[config.mk]
export PLATFORM = sky130hd
export DESIGN_NAME = oversampled_async_bit_decoder_top
export DESIGN_NICKNAME = d
export VERILOG_FILES = /design/src/rtl/obd_pkg.sv /design/src/rtl/obd_res_buf.sv /design/src/rtl/oversampled_async_bit_decoder_top.sv
export SDC_FILE = /design/constraint.sdc
export NUM_CORES = 1
export LEC_CHECK = 0
export BUFFER_PORTS_ARGS = -buffer_cell sky130_fd_sc_hd__buf_2
export CORE_ASPECT_RATIO = 0.75
export CORE_MARGIN = 5
export CORE_UTILIZATION = 30
export DETAILED_ROUTE_END_ITERATION = 16
export GPL_ROUTABILITY_DRIVEN = 0
export SYNTH_ARGS = -nofsm -noshare
export SYNTH_HDL_FRONTEND = slang
export SYNTH_SLANG_ARGS = --single-unit
[constraint.sdc]
create_clock -name clk -period 4.2 [get_ports clk]
set_input_delay 0.42 -clock clk [delete_from_list [all_inputs] [get_ports clk]]
set_output_delay 0.42 -clock clk [all_outputs]
set_load 0.05 [all_outputs]
[src/rtl/obd_pkg.sv]
// ----------------------------------------------------------------------------
// obd_pkg
// Shared types and constants for the oversampled async bit decoder.
// ----------------------------------------------------------------------------
package obd_pkg;

	localparam int SMP_W      = 8;
	localparam int CNT_W      = 8;
	localparam int RUN_W      = 9;
	localparam int CARRY_W    = 3;
	localparam int K_W        = 7;
	localparam int NRES_W     = 3;

	localparam logic [CNT_W-1:0]         CNT_MAX   = 8'd255;
	localparam logic [CNT_W-1:0]         DATA_BITS = 8'd8;
	localparam logic [CNT_W-1:0]         STOP_POS  = 8'd10;
	localparam logic [CNT_W-1:0]         START_POS = 8'd11;
	localparam logic signed [RUN_W-1:0]  RUN_MAX   = 9'sd255;
	localparam logic [NRES_W-1:0]        MAX_RES   = 3'd5;

	typedef enum logic [2:0] {
		ST_IDLE,
		ST_SAMPLE,
		ST_BITS,
		ST_END,
		ST_CLOSE
	} state_t;

	typedef struct packed {
		logic [7:0] data;
		logic [7:0] idx;
		logic       done;
		logic [7:0] count;
	} res_t;

endpackage

[src/rtl/obd_res_buf.sv]
// ----------------------------------------------------------------------------
// obd_res_buf
// Holds one pending result until the next one (or the end of the request)
// tells whether it is the last, then moves it to the output register.
// ----------------------------------------------------------------------------
module obd_res_buf (
	input  logic          clk,
	input  logic          arst_n,
	input  logic          push,
	input  obd_pkg::res_t push_res,
	input  logic          close,
	output logic          ok,
	output logic          out_valid,
	input  logic          out_ready,
	output logic [7:0]    decoded_byte,
	output logic [7:0]    byte_index,
	output logic          frame_done,
	output logic [7:0]    byte_count,
	output logic          last_result
);
	import obd_pkg::*;

	res_t pend_q;
	logic pend_v_q;
	res_t out_res_q;
	logic out_last_q;
	logic out_v_q;
	logic out_free;
	logic move;

	assign out_free = !out_v_q || out_ready;
	assign ok       = !pend_v_q || out_free;
	assign move     = pend_v_q && out_free && (push || close);

	always_ff @(posedge clk or negedge arst_n) begin
		if (!arst_n) begin
			pend_v_q <= 1'b0;
			out_v_q  <= 1'b0;
		end else begin
			if (push)
				pend_v_q <= 1'b1;
			else if (close)
				pend_v_q <= 1'b0;
			if (move)
				out_v_q <= 1'b1;
			else if (out_ready)
				out_v_q <= 1'b0;
		end
	end

	always_ff @(posedge clk) begin
		if (push)
			pend_q <= push_res;
		if (move) begin
			out_res_q  <= pend_q;
			out_last_q <= close;
		end
	end

	assign out_valid    = out_v_q;
	assign decoded_byte = out_res_q.data;
	assign byte_index   = out_res_q.idx;
	assign frame_done   = out_res_q.done;
	assign byte_count   = out_res_q.count;
	assign last_result  = out_last_q;

	a_push_ok: assert property (@(posedge clk) disable iff (!arst_n) push |-> ok)
		else $error("result pushed while buffer full");
	a_excl: assert property (@(posedge clk) disable iff (!arst_n) !(push && close))
		else $error("push and close together");
	a_close: assert property (@(posedge clk) disable iff (!arst_n) close && ok |=> !pend_v_q)
		else $error("pending result left after close");
	a_push: assert property (@(posedge clk) disable iff (!arst_n) push |=> pend_v_q)
		else $error("pushed result not held");

endmodule

[src/rtl/oversampled_async_bit_decoder_top.sv]
// ----------------------------------------------------------------------------
// oversampled_async_bit_decoder_top
// Run-length decoder for a 4x oversampled async serial line.
// ----------------------------------------------------------------------------
// Each request carries eight line samples, oldest in bit 7, and is handled one
// sample per clock; a run end then emits its rounded bits one per clock, and
// the samples wait meanwhile. Emission holds while a result waits for room on
// the output side. A request occupies the block until it has closed, and the
// next one is taken only when the block is idle again. A zero at bit ten ends
// the request early, and a request while no frame is open is dropped in its
// accept cycle. in_ready is high only between requests. Up to five results
// come per request, the last marked by last_result; an output register lets
// the next request in while one waits.
module oversampled_async_bit_decoder_top (
	input  logic       clk,
	input  logic       arst_n,
	input  logic       in_valid,
	output logic       in_ready,
	input  logic [7:0] sample_byte,
	input  logic       frame_start,
	input  logic       frame_end,
	output logic       out_valid,
	input  logic       out_ready,
	output logic [7:0] decoded_byte,
	output logic [7:0] byte_index,
	output logic       frame_done,
	output logic [7:0] byte_count,
	output logic       last_result
);
	import obd_pkg::*;

	state_t                    state_q, state_d;
	logic                      level_q, level_d;
	logic signed [RUN_W-1:0]   run_q, run_d;
	logic signed [CARRY_W-1:0] carry_q, carry_d;
	logic [CNT_W-1:0]          pos_q, pos_d;
	logic [7:0]                asm_q, asm_d;
	logic [CNT_W-1:0]          bytes_q, bytes_d;
	logic                      active_q, active_d;
	logic [SMP_W-1:0]          sh_q, sh_d;
	logic [2:0]                cnt_q, cnt_d;
	logic                      end_q, end_d;
	logic [K_W-1:0]            k_q, k_d;
	logic [NRES_W-1:0]         nres_q, nres_d;

	logic                      smp;
	logic [RUN_W:0]            run_p2;
	logic [K_W-1:0]            k_new;
	logic signed [CARRY_W-1:0] carry_new;
	logic signed [RUN_W-1:0]   run_glitch;
	logic [CNT_W-1:0]          pos_inc;
	logic [7:0]                asm_nx;
	logic                      bit_stop;
	logic                      bit_start;
	logic                      room;
	logic                      adv;
	logic                      push;
	logic                      close;
	logic                      ok;
	res_t                      push_res;
	res_t                      done_res;

	assign smp        = sh_q[SMP_W-1];
	assign run_p2     = {run_q[RUN_W-1], run_q} + 10'd2;
	assign k_new      = run_p2[K_W+1:2];
	assign carry_new  = $signed({1'b0, run_p2[1:0]}) - 3'sd2;
	assign run_glitch = {{(RUN_W-CARRY_W){carry_q[CARRY_W-1]}}, carry_q} + 9'sd1;
	assign pos_inc    = (pos_q == CNT_MAX) ? CNT_MAX : pos_q + 8'd1;
	assign asm_nx     = (pos_q < DATA_BITS) ? {level_q, asm_q[7:1]} : asm_q;
	assign bit_stop   = (pos_inc == STOP_POS) && !level_q;
	assign bit_start  = (pos_inc >= START_POS) && !level_q;
	assign room       = nres_q < MAX_RES;
	assign done_res   = '{data: 8'd0, idx: 8'd0, done: 1'b1, count: bytes_q};

	always_comb begin
		state_d  = state_q;
		level_d  = level_q;
		run_d    = run_q;
		carry_d  = carry_q;
		pos_d    = pos_q;
		asm_d    = asm_q;
		bytes_d  = bytes_q;
		active_d = active_q;
		sh_d     = sh_q;
		cnt_d    = cnt_q;
		end_d    = end_q;
		k_d      = k_q;
		nres_d   = nres_q;
		in_ready = 1'b0;
		adv      = 1'b0;
		push     = 1'b0;
		close    = 1'b0;
		push_res = done_res;
		unique case (state_q)
			ST_IDLE: begin
				in_ready = 1'b1;
				if (in_valid) begin
					if (frame_start) begin
						level_d  = sample_byte[7];
						run_d    = '0;
						carry_d  = '0;
						pos_d    = '0;
						asm_d    = '0;
						bytes_d  = '0;
						active_d = 1'b1;
					end
					if (frame_start || active_q) begin
						sh_d    = sample_byte;
						cnt_d   = '0;
						end_d   = frame_end;
						nres_d  = '0;
						state_d = ST_SAMPLE;
					end
				end
			end
			ST_SAMPLE: begin
				if (smp == level_q) begin
					if (run_q != RUN_MAX)
						run_d = run_q + 9'sd1;
					adv = 1'b1;
				end else if (run_q == 9'sd1) begin
					level_d = smp;
					run_d   = run_glitch;
					adv     = 1'b1;
				end else begin
					carry_d = carry_new;
					if (k_new == '0) begin
						level_d = smp;
						run_d   = 9'sd1;
						adv     = 1'b1;
					end else begin
						k_d     = k_new;
						state_d = ST_BITS;
					end
				end
			end
			ST_BITS: begin
				if (!((bit_stop || bit_start) && room && !ok)) begin
					asm_d = asm_nx;
					if (bit_stop) begin
						pos_d    = pos_inc;
						push     = room;
						nres_d   = room ? nres_q + 3'd1 : nres_q;
						active_d = 1'b0;
						state_d  = ST_CLOSE;
					end else begin
						if (bit_start) begin
							pos_d    = '0;
							push     = room;
							push_res = '{data: asm_nx, idx: bytes_q, done: 1'b0, count: 8'd0};
							nres_d   = room ? nres_q + 3'd1 : nres_q;
							bytes_d  = (bytes_q == CNT_MAX) ? CNT_MAX : bytes_q + 8'd1;
						end else begin
							pos_d = pos_inc;
						end
						k_d = k_q - 7'd1;
						if (k_q == 7'd1) begin
							level_d = smp;
							run_d   = 9'sd1;
							adv     = 1'b1;
						end
					end
				end
			end
			ST_END: begin
				if (end_q) begin
					if (!(room && !ok)) begin
						push     = room;
						nres_d   = room ? nres_q + 3'd1 : nres_q;
						active_d = 1'b0;
						state_d  = ST_CLOSE;
					end
				end else begin
					state_d = ST_CLOSE;
				end
			end
			ST_CLOSE: begin
				close = ok;
				if (ok)
					state_d = ST_IDLE;
			end
			default: state_d = ST_IDLE;
		endcase
		if (adv) begin
			sh_d    = {sh_q[SMP_W-2:0], 1'b0};
			cnt_d   = cnt_q + 3'd1;
			state_d = (cnt_q == 3'd7) ? ST_END : ST_SAMPLE;
		end
	end

	always_ff @(posedge clk or negedge arst_n) begin
		if (!arst_n) begin
			state_q  <= ST_IDLE;
			level_q  <= 1'b0;
			run_q    <= '0;
			carry_q  <= '0;
			pos_q    <= '0;
			asm_q    <= '0;
			bytes_q  <= '0;
			active_q <= 1'b0;
			cnt_q    <= '0;
			nres_q   <= '0;
		end else begin
			state_q  <= state_d;
			level_q  <= level_d;
			run_q    <= run_d;
			carry_q  <= carry_d;
			pos_q    <= pos_d;
			asm_q    <= asm_d;
			bytes_q  <= bytes_d;
			active_q <= active_d;
			cnt_q    <= cnt_d;
			nres_q   <= nres_d;
		end
	end

	always_ff @(posedge clk) begin
		sh_q  <= sh_d;
		end_q <= end_d;
		k_q   <= k_d;
	end

	obd_res_buf u_res_buf (
		.clk          (clk),
		.arst_n       (arst_n),
		.push         (push),
		.push_res     (push_res),
		.close        (close),
		.ok           (ok),
		.out_valid    (out_valid),
		.out_ready    (out_ready),
		.decoded_byte (decoded_byte),
		.byte_index   (byte_index),
		.frame_done   (frame_done),
		.byte_count   (byte_count),
		.last_result  (last_result)
	);

endmodule

Word-level counts from Yosys, hierarchy flattened
Index checks and enable logic that the tools add are counted.

cells by class
  add/sub/neg operators = 9
  $lt $le $gt $ge = 3
  equal/unequal tests = 38
  multiplexer cells = 103
  bitwise logic cells = 2
  reductions and logical operators = 41

operators by type and width
  cell                                                                    number
  8-bit 2-to-1 mux                                                        19
  9-bit 2-to-1 mux                                                        10
  3-bit 2-to-1 mux                                                        25
  8-bit one-hot mux with 2 select lines                                   3
  7-bit 2-to-1 mux                                                        5
  3-bit inequality test (second input constant)                           11
  1-bit 2-to-1 mux                                                        31
  9-bit one-hot mux with 3 select lines                                   1
  2-bit inequality test (second input constant)                           13
  8-bit by 1-bit adder with 8-bit output (second input constant)          2
  8-bit equality test (second input constant)                             2
  8-bit AND reduction                                                     2
  2-bit nonzero test                                                      8
  3-bit one-hot mux with 5 select lines                                   1
  7-bit one-hot mux with 2 select lines                                   1
  7-bit AND reduction                                                     2
  6-bit AND reduction                                                     2
  9-bit by 2-bit adder with 9-bit output (second input constant)          1
  9-bit by 3-bit adder with 9-bit output (second input constant)          1
  9-bit by 2-bit equality test with 1-bit output (second input constant)  1
  9-bit inequality test (second input constant)                           1
  3-bit one-hot mux with 3 select lines                                   1
  9-bit AND reduction                                                     1
  8-bit by 4-bit equality test with 1-bit output (second input constant)  1
  other kinds (29)                                                        51

word-level totals
  flip-flop bits (word level) = 116
  bits of input ports = 14
  output and inout bits = 28
  word-level logic and storage cells = 221

Depth between registers and ports, before layout
Gate-level depths: netlist of the first run.

  depth after elaboration = 12
  gate-level depth with buffers = 11
  depth with buffers taken out = 9

By module
Synthesis of the first run repeated with hierarchy kept, for this count alone.

unflattened totals
  cells, all modules = 521
  area, all modules = 5821.8 sq um

modules (own cells, without submodules)
  module                             instances  cells an instance  area each (sq um)  seq. area each (sq um)
  oversampled_async_bit_decoder_top  1          461                4196.5             1621.6
  obd_res_buf                        1          60                 1625.3             1581.5

Least setup slack after synthesis of the first run
No wires, ideal clock.

  path kind = register to register
  from = register pos_q[0]
  to = register u_res_buf.out_res_q (netlist bit u_res_buf.byte_count[0]) (enable)
  library setup time = 385 ps
  arrival time = 3982 ps
  required time = 3815 ps
  slack = -168 ps
  cell stages (with the launch flop) = 8
  path buffers = 1
  clock period less this slack = 4368 ps
  path through = dfrtp_1 ha_1 clkbuf_8 or3b_2 a31oi_1 nand3_2 a31oi_1 o21a_1

on the way
  longest elaborated chain between the ends = 11
  elaborated cells on any way between the ends = 16
  those cells by class = 1 x add/sub; 1 x order compare; 2 x eq/ne; 5 x mux; 7 x reduce/logical

ends and longest elaborated chain
  element                                                                                                                         RTL line                                                                          source
  start, declared                                                                                                                 oversampled_async_bit_decoder_top.sv:36                                           logic [CNT_W-1:0] pos_q, pos_d;
  start signal, assigned                                                                                                          oversampled_async_bit_decoder_top.sv:208                                          pos_q <= pos_d;
  8-bit by 1-bit adder with 8-bit output or 8-bit equality test (tied branches)                                                   oversampled_async_bit_decoder_top.sv:68                                           assign pos_inc = (pos_q == CNT_MAX) ? CNT_MAX : pos_q + 8'd1;
  8-bit 2-to-1 mux *                                                                                                              oversampled_async_bit_decoder_top.sv:68
  8-bit by 4-bit greater-or-equal comparator with 1-bit output or 8-bit by 4-bit equality test with 1-bit output (tied branches)  oversampled_async_bit_decoder_top.sv:71, oversampled_async_bit_decoder_top.sv:70
  1-bit logical AND (on tied branches)                                                                                            oversampled_async_bit_decoder_top.sv:71, oversampled_async_bit_decoder_top.sv:70
  1-bit logical OR                                                                                                                oversampled_async_bit_decoder_top.sv:138                                          if (!((bit_stop || bit_start) && room && !ok)) begin
  1-bit logical AND (2 in series)                                                                                                 oversampled_async_bit_decoder_top.sv:138
  1-bit 2-to-1 mux *                                                                                                              oversampled_async_bit_decoder_top.sv:138
  1-bit one-hot mux with 2 select lines *                                                                                         oversampled_async_bit_decoder_top.sv:94                                           unique case (state_q)
  named net push                                                                                                                  oversampled_async_bit_decoder_top.sv:57                                           logic push;
  1-bit logical OR *                                                                                                              obd_res_buf.sv:33                                                                 assign move = pend_v_q && out_free && (push || close);
  1-bit logical AND *                                                                                                             obd_res_buf.sv:33
  named net u_res_buf.move                                                                                                        obd_res_buf.sv:29                                                                 logic move;
  end signal, assigned                                                                                                            obd_res_buf.sv:55                                                                 out_res_q <= pend_q;
  end, declared                                                                                                                   obd_res_buf.sv:25                                                                 res_t out_res_q;

Mark *: on every way through the listed nets, which the timed path passes. The rest lies on a longest branch.
A chain may end at the register's enable or synchronous reset.

Final worst setup path of the first run
  from = register pos_q[1]
  to = register bytes_q[0]

on the way
  longest elaborated chain between the ends = 9
  elaborated cells on any way between the ends = 14
  those cells by class = 1 x add/sub; 1 x order compare; 5 x eq/ne; 1 x mux; 6 x reduce/logical

ends and longest elaborated chain
  element                                                                                                                         RTL line                                                                          source
  8-bit by 1-bit adder with 8-bit output or 8-bit equality test (tied branches)                                                   oversampled_async_bit_decoder_top.sv:68
  8-bit 2-to-1 mux *                                                                                                              oversampled_async_bit_decoder_top.sv:68
  8-bit by 4-bit greater-or-equal comparator with 1-bit output or 8-bit by 4-bit equality test with 1-bit output (tied branches)  oversampled_async_bit_decoder_top.sv:71, oversampled_async_bit_decoder_top.sv:70
  1-bit logical AND (on tied branches)                                                                                            oversampled_async_bit_decoder_top.sv:71, oversampled_async_bit_decoder_top.sv:70
  1-bit logical OR                                                                                                                oversampled_async_bit_decoder_top.sv:138
  1-bit logical AND (2 in series)                                                                                                 oversampled_async_bit_decoder_top.sv:138
  2-bit inequality test (no source line)                                                                                          --
  6-bit AND reduction (no source line) *                                                                                          --
  end signal, assigned                                                                                                            oversampled_async_bit_decoder_top.sv:210                                          bytes_q <= bytes_d;
  end, declared                                                                                                                   oversampled_async_bit_decoder_top.sv:38                                           logic [CNT_W-1:0] bytes_q, bytes_d;

Every way passes the cells marked *; elsewhere a longest branch is shown, timed or not.

==> impl_metrics.prom, run 1 <==
# TYPE chip_impl_metric gauge
chip_impl_metric{name="headroom_to_the_max_slew_limit",unit=""} 0.246
chip_impl_metric{name="cts.reportedPaths.clkPinSlew",unit="ns"} 0.06
chip_impl_metric{name="clock_sinks",unit=""} 115
chip_impl_metric{name="timing_hold_violations_final",unit=""} 0
chip_impl_metric{name="via_count",unit=""} 4348
chip_impl_info{name="worstReg2RegStart",value="pos_q[1]"} 1
chip_impl_metric{name="synth_edf_count",unit=""} 66
chip_impl_metric{name="design.die.area",unit="um^2"} 22200
chip_impl_info{name="timing.hold.worst.class",value="primary input to register"} 1
chip_impl_metric{name="post_cts.resized_instances",unit=""} 0
chip_impl_metric{name="post_synth_inst_count",unit=""} 529
chip_impl_info{name="cts_root_cell",value="sky130_fd_sc_hd__clkbuf_16"} 1
chip_impl_metric{name="timing.setup.tns",unit="ns"} 0
chip_impl_info{name="leading_cell_type_in_the_layout_fill_and_taps_excluded",value="sky130_fd_sc_hd__edfxtp_1"} 1
chip_impl_info{name="worst_setup_path_end_kind",value="register"} 1
chip_impl_info{name="hp-start",value="frame_end"} 1
chip_impl_metric{name="max_clock_freq",unit="GHz"} 0.284
chip_impl_metric{name="maxCapViolations",unit=""} 0
chip_impl_metric{name="place_worst_setup_slack",unit="ns"} 0.703
chip_impl_metric{name="synth-seq-area-share",unit=""} 0.553
chip_impl_metric{name="clock_path_buffers",unit=""} 2
chip_impl_metric{name="die_x",unit="um"} 171
chip_impl_metric{name="cts_setup_buffers",unit=""} 0
chip_impl_metric{name="postLayoutSetupSlackWorst",unit="ns"} 0.673
chip_impl_metric{name="postSynth.asyncResetShare",unit=""} 0.417
chip_impl_metric{name="leakagePower",unit="nW"} 2.64
chip_impl_metric{name="synth-warning-count",unit=""} 0
chip_impl_metric{name="io_pins",unit=""} 42
chip_impl_metric{name="maxSlewViolCount",unit=""} 0
chip_impl_metric{name="drt_pre_antenna_iters",unit=""} 5
chip_impl_info{name="synth.area.top_cells",value="sky130_fd_sc_hd__edfxtp_1 34%, sky130_fd_sc_hd__dfrtp_1 21%, sky130_fd_sc_hd__nand2_1 3.9%"} 1
chip_impl_metric{name="ratio_of_routed_vias_to_standard_cells",unit=""} 5.19
chip_impl_metric{name="antenna_left",unit=""} 0
chip_impl_metric{name="timing.critical_path.arrival",unit="ns"} 3.83
chip_impl_metric{name="drt_wl_total",unit="um"} 12700
chip_impl_metric{name="period_minus_slack",unit="ns"} 3.53
chip_impl_metric{name="die_h",unit="um"} 130
chip_impl_info{name="yosys_most_used_dff",value="sky130_fd_sc_hd__edfxtp_1"} 1
chip_impl_info{name="cell_taking_the_most_area_after_synthesis",value="sky130_fd_sc_hd__edfxtp_1"} 1
chip_impl_metric{name="area.growth.synth_to_final",unit="%"} 17.9
chip_impl_metric{name="critPathMaxFanout",unit=""} 14
chip_impl_info{name="most-common-layout-cells",value="66 x sky130_fd_sc_hd__edfxtp_1, 60 x sky130_fd_sc_hd__nand2_1, 48 x sky130_fd_sc_hd__dfrtp_1"} 1
chip_impl_metric{name="h_tree_depth",unit=""} 4
chip_impl_metric{name="grt_pass1_wl",unit="um"} 21100
chip_impl_metric{name="total_power",unit="mW"} 4.94
chip_impl_metric{name="dr.first_iter.drc_count",unit=""} 402
chip_impl_info{name="worstSetupStartpointType",value="register"} 1
chip_impl_metric{name="drive_above_1_share",unit=""} 0.188
chip_impl_info{name="slowest_stage",value="sky130_fd_sc_hd__nor2_1"} 1
chip_impl_metric{name="floorplan.rows",unit=""} 44
chip_impl_metric{name="final_layout_net_count",unit=""} 597
chip_impl_metric{name="avgSynthCellArea",unit="um^2"} 11.0
chip_impl_metric{name="postCtsHoldBufs",unit=""} 0
chip_impl_metric{name="synth_cell_types",unit=""} 73
chip_impl_metric{name="grt_antenna_before_repair",unit=""} 0
chip_impl_metric{name="fillerInstances",unit=""} 1921
chip_impl_info{name="setup_repair_after_global_routing_missed_its_margin",value="no"} 1
chip_impl_metric{name="mappedNetlistArea",unit="um^2"} 5800
chip_impl_info{name="cts_tree",value="yes"} 1
chip_impl_metric{name="timing.hold.worst_path_depth",unit=""} 1
chip_impl_metric{name="mappedNetlistNets",unit=""} 555
chip_impl_metric{name="routed_wire_length_per_instance",unit="um"} 15.1
chip_impl_metric{name="dp_hpwl",unit="um"} 8720
chip_impl_metric{name="drc",unit=""} 0
chip_impl_metric{name="power.ir.vdd_worst",unit="uV"} 328
chip_impl_metric{name="power-per-cell-area",unit="nW/um^2"} 724
chip_impl_info{name="status",value="finished, final reports clean"} 1
chip_impl_metric{name="synth_seq_cells",unit=""} 115
chip_impl_metric{name="via_count_of_the_first_global_routing_pass",unit=""} 4220
chip_impl_metric{name="worst-r2r-setup-slack",unit="ns"} 0.67
chip_impl_metric{name="grt_overflow",unit=""} 0
chip_impl_metric{name="cts_inserted_buffers",unit=""} 17
chip_impl_metric{name="finalSetupViolations",unit=""} 0
chip_impl_info{name="start_to_end_type_of_the_worst_setup_path",value="register to register"} 1
chip_impl_metric{name="yosysTopAreaCellShare",unit=""} 0.342
chip_impl_info{name="worst_hold_path.endpoint",value="end_q"} 1
chip_impl_metric{name="floorplan.initialDensity",unit=""} 0.303
chip_impl_metric{name="fin_crit_sh",unit=""} 0.840
chip_impl_metric{name="grt_max_degree",unit=""} 49
chip_impl_metric{name="worst_ep_required_time",unit="ns"} 4.51
chip_impl_info{name="crit-reg2reg-capture",value="bytes_q[0]"} 1
chip_impl_metric{name="critical-path-max-stage-delay",unit="ns"} 0.79
chip_impl_metric{name="worst_skew_pair.late_latency",unit="ns"} 0.42
chip_impl_metric{name="clock_skew",unit="ns"} 0.0108
chip_impl_info{name="worstPathCellList",value="ha_1 > and3_1 > mux2i_1 > nand2_1 > o21ai_2 > a211oi_4 > nor2_1 > mux2_2"} 1
chip_impl_metric{name="antenna-diode-count",unit=""} 0
chip_impl_metric{name="reg2reg_depth",unit=""} 8
chip_impl_metric{name="grt_use_total",unit=""} 0.119
chip_impl_metric{name="worst_slew_pin_slew",unit="ns"} 1.13
chip_impl_metric{name="floorplan.core_area",unit="um^2"} 19200
chip_impl_metric{name="numPortBuffers",unit=""} 41
[per-layer routing]
| metal | vias up | track usage | wire, um |
|---|---|---|---|
| li1 | 2073 | - | - |
| met1 | 2105 | 0.162 | 6100 |
| met2 | 139 | 0.174 | 5530 |
| met3 | 31 | 0.0388 | 760 |
| met4 | 0 | 0.0512 | 293 |
| met5 | - | 0 | 0 |
[registers in the layout, indices dropped and copies added, names as in the netlist]
| signal | cells |
|---|---|
| u_res_buf.out_valid | 1 |
| nres_q | 3 |
| u_res_buf.byte_index | 8 |
| cnt_q | 3 |
| pos_q | 8 |
| carry_q | 2 |
| u_res_buf.pend_v_q | 1 |
| run_q | 9 |
| sh_q | 8 |
| u_res_buf.frame_done | 1 |
| level_q | 1 |
| asm_q | 8 |
| u_res_buf.last_result | 1 |
| bytes_q | 8 |
| state_q | 3 |
| u_res_buf.pend_q | 25 |
| end_q | 1 |
| k_q | 7 |
| u_res_buf.byte_count | 8 |
| u_res_buf.decoded_byte | 8 |
| active_q | 1 |
[how the worst max path moves through the flow]
stage / startpoint / endpoint / slack (ns) / cells after the start
finish: pos_q[1] / bytes_q[0] / 0.67 / 8
global route: pos_q[1] / bytes_q[0] / 0.43 / 8
CTS: pos_q[0] / bytes_q[0] / 0.71 / 8
detailed placement: pos_q[0] / bytes_q[0] / 0.70 / 8
global placement: pos_q[1] / bytes_q[0] / 0.87 / 8
floorplan: pos_q[0] / u_res_buf.byte_count[0] / 0.39 / 7
[worst max-delay path, delay by kind of cell (launching register included)]
kind	cells	cell delay (ns)
flip-flops	1	0.47
AND/OR/NAND/NOR	3	1.26
adder cells (fa/ha/maj)	1	0.43
AO/OA/AOI/OAI	2	0.54
multiplexers	2	0.71
[cells by family (layout without fill, tap and decap cells)]
group	count (synthesis)	after routing	share of synthesized area
AND/OR/NAND/NOR	195	195	0.174
AO/OA/AOI/OAI	138	138	0.167
flip-flops	115	115	0.553
buffers and inverters	46	101	0.0412
XOR/XNOR	14	14	0.0212
adder cells (fa/ha/maj)	12	12	0.0259
multiplexers	9	9	0.0177
[per-stage QoR]
| step | instance area, um^2 | hold WS (ns) | utilization | cells |
|---|---|---|---|---|
| final | 6830 | 0.197 | 0.357 | 837 |
| after global routing | 6830 | 0.173 | 0.357 | 837 |
| after CTS | 6830 | 0.167 | 0.357 | 837 |
| after detailed placement | 6230 | 0.405 | 0.325 | 805 |
| after global placement | 6230 | 0.408 | 0.325 | 805 |
| after floorplan | 5800 | 0.124 | - | 529 |
[cell usage after synthesis (10+ instances only)]
cell type                  number
sky130_fd_sc_hd__edfxtp_1      66
sky130_fd_sc_hd__dfrtp_1       48
sky130_fd_sc_hd__nor2_1        32
sky130_fd_sc_hd__and2_1        19
sky130_fd_sc_hd__a21oi_1       27
sky130_fd_sc_hd__o21ai_0       31
sky130_fd_sc_hd__a31oi_1       15
sky130_fd_sc_hd__nand2_1       60
sky130_fd_sc_hd__and3_1        10
sky130_fd_sc_hd__ha_1          12
sky130_fd_sc_hd__clkbuf_1      13
sky130_fd_sc_hd__inv_1         18
sky130_fd_sc_hd__nor3_1        18
[area by class of cell]
type                            instances  area [um^2]  share of cell area
Clock buffer                           17          425              0.0623
Clock inverter                         15          171              0.0251
Inverter                               18         67.6             0.00989
Multi-Input combinational cell        368         2370               0.347
Sequential cell                       115         3200               0.469
Tap cell                              253          317              0.0463
Timing Repair Buffer                   51          280              0.0410
[where the power goes]
group	leakage (nW)	internal, mW	total, mW	switching, mW
combinational	1.08	0.608	1.69	1.09
sequential	1.27	1.54	1.80	0.262
clock	0.291	0.888	1.45	0.559
total	2.64	3.04	4.94	1.91
No activity file was read; power rests on OpenSTA's default activity.
==> run 2, diff against run 1 <==
Settings changed: ABC_AREA set to 1.
Clock period 4.2 ns to 3.3 ns, I/O delays scaled along.
==> impl_metrics.prom, run 2 <==
# TYPE chip_impl_metric gauge
chip_impl_metric{name="postSynth.asyncResetShare",unit=""} 0.417
chip_impl_metric{name="yosysTopAreaCellShare",unit=""} 0.339
chip_impl_metric{name="numPortBuffers",unit=""} 41
chip_impl_metric{name="synth-warning-count",unit=""} 0
chip_impl_metric{name="period_minus_slack",unit="ns"} 2.73
chip_impl_metric{name="mappedNetlistNets",unit=""} 642
chip_impl_info{name="synth.cells.most_frequent",value="138 x sky130_fd_sc_hd__nand2_1, 72 x sky130_fd_sc_hd__inv_1, 66 x sky130_fd_sc_hd__edfxtp_1, 50 x sky130_fd_sc_hd__nor2_1, 48 x sky130_fd_sc_hd__dfrtp_1"} 1
chip_impl_metric{name="floorplan.rows",unit=""} 44
chip_impl_metric{name="finalSetupViolations",unit=""} 0
chip_impl_metric{name="grt_overflow",unit=""} 0
chip_impl_metric{name="xor_xnor_share_of_the_synthesized_area",unit=""} 0.0165
chip_impl_metric{name="grt_use_total",unit=""} 0.116
chip_impl_metric{name="synth_edf_count",unit=""} 66
chip_impl_metric{name="dp_hpwl",unit="um"} 8360
chip_impl_metric{name="via_count_of_the_first_global_routing_pass",unit=""} 4167
chip_impl_metric{name="power.ir.vdd_worst",unit="uV"} 389
chip_impl_metric{name="antenna_left",unit=""} 0
chip_impl_metric{name="largest_reg_flops",unit=""} 25
chip_impl_metric{name="timing_hold_violations_final",unit=""} 0
chip_impl_metric{name="maxSlewViolCount",unit=""} 0
chip_impl_metric{name="mappedNetlistArea",unit="um^2"} 5850
chip_impl_metric{name="via_count",unit=""} 4232
chip_impl_metric{name="area.growth.synth_to_final",unit="%"} 18.4
chip_impl_metric{name="routed_wire_length_per_instance",unit="um"} 12.8
chip_impl_metric{name="drc",unit=""} 0
chip_impl_metric{name="place_worst_setup_slack",unit="ns"} 0.579
chip_impl_metric{name="synth-seq-area-share",unit=""} 0.548
chip_impl_info{name="yosysMostFrequentCell",value="sky130_fd_sc_hd__nand2_1"} 1
chip_impl_info{name="timing.hold.worst.class",value="primary input to asynchronous set/reset pin"} 1
chip_impl_metric{name="die_x",unit="um"} 171
chip_impl_info{name="worstSetupStartpointType",value="register"} 1
chip_impl_info{name="start_to_end_type_of_the_worst_setup_path",value="register to register"} 1
chip_impl_info{name="status",value="finished, final reports clean"} 1
chip_impl_info{name="setup_repair_after_global_routing_missed_its_margin",value="no"} 1
chip_impl_metric{name="critPathMaxFanout",unit=""} 15
chip_impl_metric{name="power-per-cell-area",unit="nW/um^2"} 929
chip_impl_metric{name="floorplan.core_area",unit="um^2"} 19300
chip_impl_metric{name="drt_pre_antenna_iters",unit=""} 4
chip_impl_info{name="cell_taking_the_most_area_after_synthesis",value="sky130_fd_sc_hd__edfxtp_1"} 1
chip_impl_metric{name="h_tree_depth",unit=""} 4
chip_impl_metric{name="drt_wl_total",unit="um"} 12000
chip_impl_metric{name="grt_pass1_wl",unit="um"} 20600
chip_impl_info{name="cts_root_cell",value="sky130_fd_sc_hd__clkbuf_16"} 1
chip_impl_metric{name="worst_slew_pin_slew",unit="ns"} 0.949
chip_impl_metric{name="post_place_cell_area",unit="um^2"} 6330
chip_impl_metric{name="design.die.area",unit="um^2"} 22400
chip_impl_metric{name="drive_above_1_share",unit=""} 0.216
chip_impl_metric{name="synth_seq_cells",unit=""} 115
chip_impl_info{name="leading_cell_type_in_the_layout_fill_and_taps_excluded",value="sky130_fd_sc_hd__nand2_1"} 1
chip_impl_metric{name="synth_cell_types",unit=""} 45
chip_impl_metric{name="timing.critical_path.arrival",unit="ns"} 2.87
chip_impl_info{name="combinational_family_with_the_most_area_after_synthesis",value="simple AND/OR/NAND/NOR gates"} 1
chip_impl_info{name="most-common-layout-cells",value="138 x sky130_fd_sc_hd__nand2_1, 72 x sky130_fd_sc_hd__inv_1, 66 x sky130_fd_sc_hd__edfxtp_1"} 1
chip_impl_metric{name="clock_path_buffers",unit=""} 2
chip_impl_metric{name="headroom_to_the_max_slew_limit",unit=""} 0.367
chip_impl_metric{name="avgSynthCellArea",unit="um^2"} 9.49
chip_impl_metric{name="post-route-cell-area",unit="um^2"} 6930
chip_impl_metric{name="grt_max_degree",unit=""} 41
chip_impl_metric{name="worst_skew_pair.late_latency",unit="ns"} 0.42
chip_impl_metric{name="die_h",unit="um"} 131
chip_impl_metric{name="cts_inserted_buffers",unit=""} 17
chip_impl_metric{name="total_power",unit="mW"} 6.44
chip_impl_info{name="yosys_most_used_dff",value="sky130_fd_sc_hd__edfxtp_1"} 1
chip_impl_metric{name="synth-simple-area-share",unit=""} 0.237
chip_impl_metric{name="fin_crit_sh",unit=""} 0.826
chip_impl_info{name="largest-register",value="u_res_buf.pend_q"} 1
chip_impl_metric{name="clock_sinks",unit=""} 115
chip_impl_info{name="synth.area.top_cells",value="sky130_fd_sc_hd__edfxtp_1 34%, sky130_fd_sc_hd__dfrtp_1 21%, sky130_fd_sc_hd__nand2_1 8.9%"} 1
chip_impl_info{name="largestRegisters",value="u_res_buf.pend_q (25), run_q (9)"} 1
chip_impl_metric{name="synth_mux_area_frac",unit=""} 0
chip_impl_metric{name="io_pins",unit=""} 42
chip_impl_metric{name="worst_ep_required_time",unit="ns"} 3.44
chip_impl_metric{name="post_cts.resized_instances",unit=""} 0
chip_impl_metric{name="cts.reportedPaths.clkPinSlew",unit="ns"} 0.06
chip_impl_metric{name="ratio_of_routed_vias_to_standard_cells",unit=""} 4.51
chip_impl_metric{name="final_layout_net_count",unit=""} 698
chip_impl_metric{name="post_synth_inst_count",unit=""} 616
chip_impl_metric{name="critical-path-max-stage-delay",unit="ns"} 0.44
chip_impl_metric{name="maxCapViolations",unit=""} 0
chip_impl_metric{name="postCtsHoldBufs",unit=""} 0
chip_impl_info{name="cts_tree",value="yes"} 1
chip_impl_metric{name="max_clock_freq",unit="GHz"} 0.367
chip_impl_metric{name="leakagePower",unit="nW"} 2.89
chip_impl_metric{name="clock_skew",unit="ns"} 0.00924
chip_impl_metric{name="post_synthesis_compound_gate_area_fraction",unit=""} 0.105
chip_impl_metric{name="floorplan.initialDensity",unit=""} 0.304
chip_impl_info{name="worst_setup_path_end_kind",value="register"} 1
chip_impl_info{name="worstPathCellList",value="ha_1 > nand2_1 > nor2_2 > nand2_4 > nand3_1 > nor2_2 > nand4_2 > nand2_4 > nand2_4 > nand3_2 > nand2_2 > nor2_2 > inv_1"} 1
chip_impl_metric{name="timing.setup.tns",unit="ns"} 0
chip_impl_info{name="slowest_stage",value="sky130_fd_sc_hd__dfrtp_1"} 1
chip_impl_metric{name="post_synthesis_share_of_cell_area_spent_on_full_adders_half_adders_and_majority_gates",unit=""} 0.0257
chip_impl_metric{name="postLayoutSetupSlackWorst",unit="ns"} 0.573
chip_impl_metric{name="dr.first_iter.drc_count",unit=""} 247
chip_impl_metric{name="cts_setup_buffers",unit=""} 0
chip_impl_metric{name="grt_antenna_before_repair",unit=""} 0
chip_impl_metric{name="antenna-diode-count",unit=""} 0
[run 2: worst paths after layout]
| kind | from | to | slack (ns) | cells after the start |
|---|---|---|---|---|
| worst min register to register | u_res_buf.pend_q[22] | u_res_buf.decoded_byte[5] | 0.41 | 0 |
| worst max register to register | pos_q[0] | sh_q[4] | 0.57 | 13 |
| worst max-delay path | pos_q[0] | sh_q[4] | 0.57 | 13 |
| min in group clk | frame_end | end_q | 0.08 | 1 |
| worst min-delay path | arst_n | run_q[2] | 0.06 | 1 |
| max in group asynchronous | arst_n | asm_q[2] | 2.54 | 2 |
[run 2: through the flow]
| stage | std cells | hold WS [ns] | util |
|---|---|---|---|
| 2_1_floorplan | 616 | 0.0344 | - |
| 3_3_place_gp | 906 | 0.401 | 0.329 |
| 3_5_place_dp | 906 | 0.405 | 0.329 |
| 4_1_cts | 938 | 0.0740 | 0.359 |
| 5_1_grt | 938 | 0.0724 | 0.359 |
| 6_report | 938 | 0.0608 | 0.359 |
[run 2: power by group]
group | internal, mW | switching (mW)
Combinational | 0.697 | 1.61
Clock | 1.13 | 0.752
Sequential | 1.98 | 0.266
[run 2: worst max-delay path, delay by kind of cell, from the launching register on]
kind                     cells  cell delay [ns]
buffers and inverters        1             0.20
AND/OR/NAND/NOR             11             1.52
flip-flops                   1             0.44
adder cells (fa/ha/maj)      1             0.27
[run 2: cell families after synthesis]
family / Yosys count
AOI/OAI and AO/OA: 102
xor gates and xnor gates: 11
adders and majority gates: 12
buffers and inverters: 93
DFF: 115
and+or+nand+nor: 283
[run 2: metal layers]
layer / global-route usage / vias up / part of all wire
met3: 0.0346 / 12 / 0.056
met4: 0.0335 / 0 / 0.012
met1: 0.169 / 1943 / 0.52
li1: - / 2176 / -
met5: 0 / - / 0
met2: 0.165 / 101 / 0.41
[run 2: area by class of cell]
type	count	area (um^2)
inverters	82	310
clock buffers	17	425
well taps	253	317
fillers	1945	12300
clock inverters	15	170
flip-flops and latches	115	3200
multi-input cells	408	2240
repair buffers	48	258
